[config.mk]
export PLATFORM = sky130hd
export DESIGN_NAME = pot_cell
export DESIGN_NICKNAME = d
export VERILOG_FILES = /design/src/hdl/pot_pkg.sv /design/src/hdl/pot_cell.sv
export SDC_FILE = /design/constraint.sdc
export NUM_CORES = 2
export LEC_CHECK = 0
export BUFFER_PORTS_ARGS = -buffer_cell sky130_fd_sc_hd__buf_2
export CORE_MARGIN = 2
export CORE_UTILIZATION = 45
export DETAILED_ROUTE_END_ITERATION = 10
export HOLD_SLACK_MARGIN = 0.05
export SETUP_SLACK_MARGIN = 0.1
export SLEW_MARGIN = 20
export SYNTH_ARGS = -nofsm -noshare
export SYNTH_HDL_FRONTEND = slang
export SYNTH_SLANG_ARGS = --single-unit
[constraint.sdc]
create_clock -name clock -period 10.1 [get_ports clock]
set_input_delay 0.505 -clock clock [delete_from_list [all_inputs] [get_ports clock]]
set_output_delay 0.505 -clock clock [all_outputs]
set_load 0.1 [all_outputs]
[src/hdl/pot_pkg.sv]
// Shared types and constants for the perceptron online trainer.
// Used by pot_cell and perceptron_online_trainer_core; no dependencies.
package pot_pkg;

   // Fixed field widths
   localparam int W_W       = 32;            // weight / prediction, Q16.16
   localparam int X_W       = 8;             // one sample
   localparam int RATE_BITS = 16;            // learning rate fraction bits
   localparam int PROD_W    = W_W + X_W;     // weight * sample
   localparam int ERR_W     = W_W + 1;       // target - prediction
   localparam int SCL_W     = 50;            // rate * error, signed
   localparam int STP_W     = SCL_W + X_W;   // rate * error * sample
   localparam int RSP_W     = 40;            // result tdata width

   localparam logic signed [W_W-1:0] W_MAX = 32'sh7FFF_FFFF;
   localparam logic signed [W_W-1:0] W_MIN = 32'sh8000_0000;

   // Configuration port
   localparam int CSR_IDX_W  = 2;
   localparam int CSR_DATA_W = 32;
   localparam logic [CSR_IDX_W-1:0] REG_LINEAR_MODE    = 2'd0;
   localparam logic [CSR_IDX_W-1:0] REG_LEARNING_RATE  = 2'd1;
   localparam logic [CSR_IDX_W-1:0] REG_FIRE_THRESHOLD = 2'd2;
   localparam logic [CSR_IDX_W-1:0] REG_NEAR_ONE       = 2'd3;

   localparam logic [15:0] RATE_RESET = 16'd6554;
   localparam logic [16:0] NEAR_RESET = 17'd65535;

   // Sequencer states
   typedef enum logic [2:0] {
      ST_IDLE,
      ST_MUL,
      ST_ACC,
      ST_DECIDE,
      ST_SCALE,
      ST_STEP,
      ST_UPDATE,
      ST_DONE
   } state_type;

   // Strobes from the sequencer to every cell
   typedef struct packed {
      logic load;   // latch the sample
      logic mul;    // weight * sample
      logic acc;    // add product to the running sum from the left neighbor
      logic step;   // scaled error * sample
      logic upd;    // write the saturated new weight
   } cell_ctrl_type;

endpackage

[src/hdl/pot_cell.sv]
// One cell of the trainer chain: holds one weight and its sample, adds its
// product to the partial sum from its left neighbor. Depends on pot_pkg.
module pot_cell #(
   parameter int SUM_W = 42
) (
   input  logic                                clock,
   input  logic                                reset,
   input  pot_pkg::cell_ctrl_type              ctrl,
   input  logic signed [pot_pkg::X_W-1:0]      x_in,
   input  logic signed [SUM_W-1:0]             psum_in,
   input  logic signed [pot_pkg::SCL_W-1:0]    scaled,
   output logic signed [SUM_W-1:0]             psum_out
);

   localparam int XW  = pot_pkg::X_W;
   localparam int WW  = pot_pkg::W_W;
   localparam int PW  = pot_pkg::PROD_W;
   localparam int STW = pot_pkg::STP_W;
   localparam int SHW = STW - pot_pkg::RATE_BITS;
   localparam int AW  = SHW + 1;

   logic signed [XW-1:0]    x_ff;
   logic signed [WW-1:0]    w_ff;
   logic signed [WW-1:0]    w_in;
   logic signed [PW-1:0]    prod_ff;
   logic signed [PW-1:0]    prod_in;
   logic signed [SUM_W-1:0] psum_ff;
   logic signed [SUM_W-1:0] psum_in_v;
   logic signed [STW-1:0]   stp_ff;
   logic signed [STW-1:0]   stp_in;
   logic signed [SHW-1:0]   shifted;
   logic signed [AW-1:0]    upd_sum;

   // Forward product and running sum
   assign prod_in   = w_ff * x_ff;
   assign psum_in_v = psum_in + SUM_W'(prod_ff);
   assign psum_out  = psum_ff;

   // Update step: floor((rate*err*x) / 2^16) is dropping the low bits
   assign stp_in  = scaled * x_ff;
   assign shifted = $signed(stp_ff[STW-1:pot_pkg::RATE_BITS]);
   assign upd_sum = AW'(w_ff) + AW'(shifted);

   // Saturate the new weight to 32 bits
   always_comb begin
      if (upd_sum > AW'(pot_pkg::W_MAX)) begin
         w_in = pot_pkg::W_MAX;
      end else if (upd_sum < AW'(pot_pkg::W_MIN)) begin
         w_in = pot_pkg::W_MIN;
      end else begin
         w_in = WW'(upd_sum);
      end
   end

   // Weight register
   always_ff @(posedge clock) begin
      if (reset) begin
         w_ff <= '0;
      end else if (ctrl.upd) begin
         w_ff <= w_in;
      end
   end

   // Datapath registers
   always_ff @(posedge clock) begin
      if (ctrl.load) begin
         x_ff <= x_in;
      end
      if (ctrl.mul) begin
         prod_ff <= prod_in;
      end
      if (ctrl.acc) begin
         psum_ff <= psum_in_v;
      end
      if (ctrl.step) begin
         stp_ff <= stp_in;
      end
   end

endmodule

# Word-level counts from Yosys, hierarchy flattened
# Cells that the tools add are included.
# Widths: inputs -> output; s select.
# classes
add_sub_neg,2
multipliers,2
n_lt_le_gt_ge,2
n_mux,2
# ops
operator,count
$mux 32,2
$mul 50x8->58,1
$add 32x42->43,1
$gt 43x32->1 const B,1
$lt 43x32->1 const B,1
$add 42x40->42,1
$mul 32x8->40,1
# totals
register_bits,180
in_bits,107
output_inout_bits,42
word_cells,13

# Logic depth before layout (Yosys ltp)
# depth
word_depth,4
depth_mapped,25

# Least setup slack after synthesis
# OpenSTA, ideal clock, no wires.
# synth_path
path_type,register to register
from,register x_ff[4]
to,"register prod_ff[39], data pin"
setup_ns,0.260
arrival_time_ns,5.409
required_time_ns,9.840
path_slack_ns,4.432
path_stages_with_launch,24
synth_period_minus_slack_ns,5.668
path_cell_list,edfxtp_1 > clkbuf_1 > clkbuf_1 > nand2_1 > fa_1 > inv_1 > fa_1 > fa_1 > inv_1 > fa_1 > inv_1 > ha_1 > a21o_1 > a21o_1 > a21o_1 > a21o_1 > a21o_1 > a21o_1 > o211ai_1 > a211oi_1 > nor4_1 > o21bai_1 > a21oi_1 > xnor2_1
# synth_between
elab_chain_cells,1
# synth_rtl
element,line,source
from (decl),pot_cell.sv:22,logic signed [XW-1:0] x_ff;
from (signal assigned),pot_cell.sv:67,x_ff <= x_in;
$mul 32x8->40,pot_cell.sv:35,assign prod_in = w_ff * x_ff;
via prod_in[39],pot_cell.sv:26,logic signed [PW-1:0] prod_in;
to (signal assigned),pot_cell.sv:70,prod_ff <= prod_in;
to (decl),pot_cell.sv:25,logic signed [PW-1:0] prod_ff;
# The timed path passes the listed nets, and every way through them passes these cells.
# A chain may end at the register's enable or synchronous reset.

# Worst setup path in the final report
# layout_path
from,register x_ff[7]
to,"register stp_ff[44], data pin"
# layout_between
elab_chain_cells,1
# layout_rtl
element,line,source
$mul 50x8->58,pot_cell.sv:40,assign stp_in = scaled * x_ff;
via stp_in[44],pot_cell.sv:30,logic signed [STW-1:0] stp_in;
to (signal assigned),pot_cell.sv:76,stp_ff <= stp_in;
to (decl),pot_cell.sv:29,logic signed [STW-1:0] stp_ff;
# The timed path passes the listed nets, and every way through them passes these cells.

==> reports/summary.log <==
INFO  run_status     run_status=finished clean
INFO  yosys          yosys_most_used_dff=sky130_fd_sc_hd__edfxtp_1
INFO  worst_setup_path critical_path.max_stage_delay=0.72ns
INFO  yosys          ys_seq_elements=164
INFO  placed_design  gp_routability_congestion=0.842
INFO  finish         fin_cells=4,377
INFO  clocking       clkTransAtPathRegs=0.07ns
INFO  sta            fin_crit_sh=0.721
INFO  clocking       cts.htree.levels=4
INFO  clocking       clk_latency=0.45ns
INFO  worst_setup_path worst-r2r-setup-slack=2.82ns
INFO  worst_setup_path worstSetupStartpointType=register
INFO  clocking       clk_root_buffer_cell=sky130_fd_sc_hd__clkbuf_16
INFO  flow_run       cap_viol_max_count=0
INFO  route          detailedRoute.firstPassIterationCount=5
INFO  floorplanning  design.die.area=71,500um2
INFO  finish         final_layout_size_suffix_gt1_frac=0.0747
INFO  clocking       clock-sinks=164
INFO  yosys          synth_top_cells_by_area=sky130_fd_sc_hd__fa_1, sky130_fd_sc_hd__edfxtp_1, sky130_fd_sc_hd__ha_1
INFO  worst_setup_path worst_path_most_repeated_cell=sky130_fd_sc_hd__fa_1
INFO  route          drt.antenna.violating_nets=0
INFO  finish         design.final.nets=4,313
INFO  hold_path      hp-start=x_in[4]
INFO  yosys          synth_top_area_share=0.324
INFO  worst_setup_path critical_path.top_delay_family=adder cells
INFO  clocking       tritoncts_clock_tree=done
INFO  clocking       clk_path_buf_depth=2
INFO  sta            relSlewSlack=0.277
INFO  placed_design  detailedPlace.worstSlack=2.75ns
INFO  clocking       post_cts_buffers=0
INFO  hold_path      worst_hold_path_type=in -> reg
INFO  yosys          post_synth_most_frequent_cells=sky130_fd_sc_hd__inv_1, sky130_fd_sc_hd__fa_1, sky130_fd_sc_hd__and2_1
INFO  worst_setup_path critical_path.endpoint_type=register
INFO  sta            worst_max_slew_pin_slew=1.06ns
INFO  grt            globalRouteTotalUtil=0.190
INFO  yosys          synth-seq-area-share=0.147
INFO  yosys          synth.largest_area_cell=sky130_fd_sc_hd__fa_1
INFO  sta            finalHoldViolCount=0
INFO  route          drt-vias-per-instance=4.93
INFO  sta            clock-skew-final=0.0128ns
INFO  worst_setup_path timing.reg2reg.worst_path_depth=22
INFO  yosys          yosysUniqueCellTypes=87
INFO  finish         final_core_util=0.486
INFO  yosys          synthesis.yosys.warnings=0
INFO  yosys          number_of_enable_type_register_cells_in_the_synthesized_netlist=132
INFO  sta            timing.final.max_slew_violations=0
INFO  worst_setup_path critical_path.reg2reg.endpoint=stp_ff[44]
INFO  placed_design  dp_hpwl=51,600um
INFO  yosys          synthMostInstantiatedCell=sky130_fd_sc_hd__inv_1
INFO  floorplanning  core.rowCount=96
INFO  sta            final.setup.worst_slack=2.82ns
INFO  sta            fin_tns_setup=0ns
INFO  grt            grt_pass1_vias=22,400
INFO  floorplanning  width_of_the_die=267um
INFO  worst_setup_path critical_path_arrival=7.49ns
INFO  grt            first_pass_grt_wire_length=111,000um
INFO  grt            number_of_antenna_violations_at_the_first_check_in_global_routing=4
INFO  yosys          synth.net_count=4,234
INFO  route          avgRoutedWirePerCell=14.6um
INFO  clocking       numCtsBuffers=17
INFO  floorplanning  start_util=0.455
INFO  route          post-route-drc-count=0
INFO  yosys          syn_avg_cell_area=9.32um2
INFO  worst_setup_path r2r_start=x_ff[7]
INFO  floorplanning  num_io_pins=149
INFO  worst_setup_path wp_data_required=10.31ns
INFO  route          drt_iter0_drc=709
INFO  route          wirelength_routed=63,900um
INFO  yosys          netlist_instances=3,350
INFO  floorplanning  die_height=267um
INFO  hold_path      hold_end=x_ff[4]
INFO  clocking       postCtsHoldBufs=0
INFO  sta            grt_setup_unrepaired=no
INFO  sta            finalCriticalPeriod=7.28ns
INFO  placed_design  portBuffers=148
INFO  clocking       cts_repair_resizes=0
INFO  floorplanning  floorplan.core_area=68,600um2
INFO  worst_setup_path path_buf_inv=4
INFO  finish         syn2layout_area_growth=6.80%
INFO  worst_setup_path slowest_stage=sky130_fd_sc_hd__inv_2
INFO  worst_setup_path path_cells=inv_2 > buf_4 > nor2_1 > fa_1 > fa_1 > fa_1 > inv_1 > fa_1 > inv_1 > ha_1 > nand2_1 > o21ai_1 > nor2_1 > o31ai_1 > nand4_1 > and2_0 > a2111oi_1 > o31a_1 > o21ai_0 > nand2b_1 > a21oi_1 > xnor2_1
INFO  route          dr_total_vias=21,600
INFO  yosys          syn_area=31,200um2
INFO  worst_setup_path crit_path_max_fanout=39
INFO  grt            grt_max_degree=83
INFO  yosys          ys_async_sr_fraction=0
INFO  grt            global_route_total_overflow=0
INFO  sta            final-setup-viol-count=0
INFO  hold_path      worst_hold_path.num_cells=1
INFO  worst_setup_path worst-setup-path-type=reg -> reg
INFO  placed_design  numPlacedInstances=4,341
INFO  sta            max_freq=137MHz
==> per-layer routing <==
metal,wire length (um),GRT usage
met1,32400,0.276
met2,28800,0.309
met3,1790,0.0166
met4,899,0.0419
met5,0,0
==> cell usage in the layout, fill, tap and decap left out, types with 4 or more instances in the layout <==
master	Yosys	layout
sky130_fd_sc_hd__o211ai_1	9	9
sky130_fd_sc_hd__nand2_1	193	193
sky130_fd_sc_hd__o21a_1	23	23
sky130_fd_sc_hd__xor2_1	35	35
sky130_fd_sc_hd__and3_1	17	17
sky130_fd_sc_hd__nor2b_1	23	23
sky130_fd_sc_hd__o21ai_2	5	5
sky130_fd_sc_hd__o31a_1	7	7
sky130_fd_sc_hd__a21oi_1	123	123
sky130_fd_sc_hd__nand3_1	15	15
sky130_fd_sc_hd__edfxtp_1	132	132
sky130_fd_sc_hd__o21ai_0	71	71
sky130_fd_sc_hd__nor3_1	23	23
sky130_fd_sc_hd__clkbuf_16	0	21
sky130_fd_sc_hd__inv_1	659	659
sky130_fd_sc_hd__a21boi_0	4	4
sky130_fd_sc_hd__a221oi_1	4	4
sky130_fd_sc_hd__and4_1	7	7
sky130_fd_sc_hd__or3_1	9	9
sky130_fd_sc_hd__and2_1	480	480
sky130_fd_sc_hd__buf_4	2	10
sky130_fd_sc_hd__ha_1	271	271
sky130_fd_sc_hd__buf_2	0	148
sky130_fd_sc_hd__clkinv_2	0	4
sky130_fd_sc_hd__nor2_1	221	221
sky130_fd_sc_hd__a31oi_1	7	6
sky130_fd_sc_hd__a21oi_2	4	4
sky130_fd_sc_hd__a311oi_1	4	4
sky130_fd_sc_hd__o31ai_1	7	7
sky130_fd_sc_hd__o21bai_1	19	19
sky130_fd_sc_hd__a211oi_1	18	18
sky130_fd_sc_hd__nand4_1	19	19
sky130_fd_sc_hd__o2bb2ai_2	31	31
sky130_fd_sc_hd__a21o_1	71	71
sky130_fd_sc_hd__fa_1	506	506
sky130_fd_sc_hd__dfxtp_1	32	32
sky130_fd_sc_hd__diode_2	0	4
sky130_fd_sc_hd__nand2b_1	26	26
sky130_fd_sc_hd__o2111ai_1	5	5
sky130_fd_sc_hd__xnor2_1	108	108
==> worst max-delay path by stage <==
| stage | startpoint | endpoint | slack [ns] | cells past startpoint |
|---|---|---|---|---|
| after floorplan | x_ff[4] | prod_ff[39] | 4.43 | 23 |
| after global placement | x_ff[7] | stp_ff[44] | 2.88 | 22 |
| after detailed placement | x_ff[7] | stp_ff[44] | 2.75 | 22 |
| after CTS | x_ff[7] | stp_ff[44] | 2.74 | 22 |
| after global routing | x_ff[7] | stp_ff[56] | 2.32 | 22 |
| final | x_ff[7] | stp_ff[44] | 2.82 | 22 |
==> registers in the layout, indices dropped and copies added (netlist names) <==
name / cells
psum_out: 42
stp_ff: 42
prod_ff: 40
w_ff: 32
x_ff: 8
==> cell families (layout without fill, tap and decap cells) <==
| kind of cell | count (synthesis) | in the layout | share of synthesized area |
|---|---|---|---|
| AO/OA/AOI/OAI | 451 | 451 | 0.105 |
| XOR/XNOR | 144 | 144 | 0.0406 |
| adder cells (fa/ha/maj) | 777 | 777 | 0.433 |
| buffers and inverters | 758 | 850 | 0.0948 |
| flip-flops | 164 | 164 | 0.147 |
| multiplexers | 1 | 1 | 0.000321 |
| other | 0 | 4 | 0 |
| AND/OR/NAND/NOR | 1055 | 1055 | 0.178 |
==> per-stage QoR <==
stage	area [um2]	hold WS, ns
3_3_place_gp	32700	0.538
5_1_grt	33300	0.205
3_5_place_dp	32700	0.531
6_report	33300	0.222
2_1_floorplan	31200	0.513
4_1_cts	33300	0.195
==> worst reg2reg max path, cell delays in order (launching register included) <==
cell and delay, ns:
sky130_fd_sc_hd__edfxtp_1 0.66, sky130_fd_sc_hd__inv_2 0.73, sky130_fd_sc_hd__buf_4 0.55, sky130_fd_sc_hd__nor2_1 0.13, sky130_fd_sc_hd__fa_1 0.52, sky130_fd_sc_hd__fa_1 0.43, sky130_fd_sc_hd__fa_1 0.49, sky130_fd_sc_hd__inv_1 0.05
sky130_fd_sc_hd__fa_1 0.47, sky130_fd_sc_hd__inv_1 0.04, sky130_fd_sc_hd__ha_1 0.32, sky130_fd_sc_hd__nand2_1 0.12, sky130_fd_sc_hd__o21ai_1 0.27, sky130_fd_sc_hd__nor2_1 0.07, sky130_fd_sc_hd__o31ai_1 0.36, sky130_fd_sc_hd__nand4_1 0.25
sky130_fd_sc_hd__and2_0 0.30, sky130_fd_sc_hd__a2111oi_1 0.64, sky130_fd_sc_hd__o31a_1 0.26, sky130_fd_sc_hd__o21ai_0 0.08, sky130_fd_sc_hd__nand2b_1 0.11, sky130_fd_sc_hd__a21oi_1 0.08, sky130_fd_sc_hd__xnor2_1 0.12
==> layout make-up <==
class | instances | area, um2
clock inverter | 6 | 32.5
sequential | 164 | 4600
antenna | 4 | 10.0
fill | 6518 | 35200
multi-input combinational | 2428 | 23700
clock buffer | 26 | 567
timing repair buffer | 158 | 816
tap | 931 | 1160
inverter | 660 | 2480
Power is not shown: default switching activity piles up to over one toggle a cycle in this logic, so the estimate is an artifact.
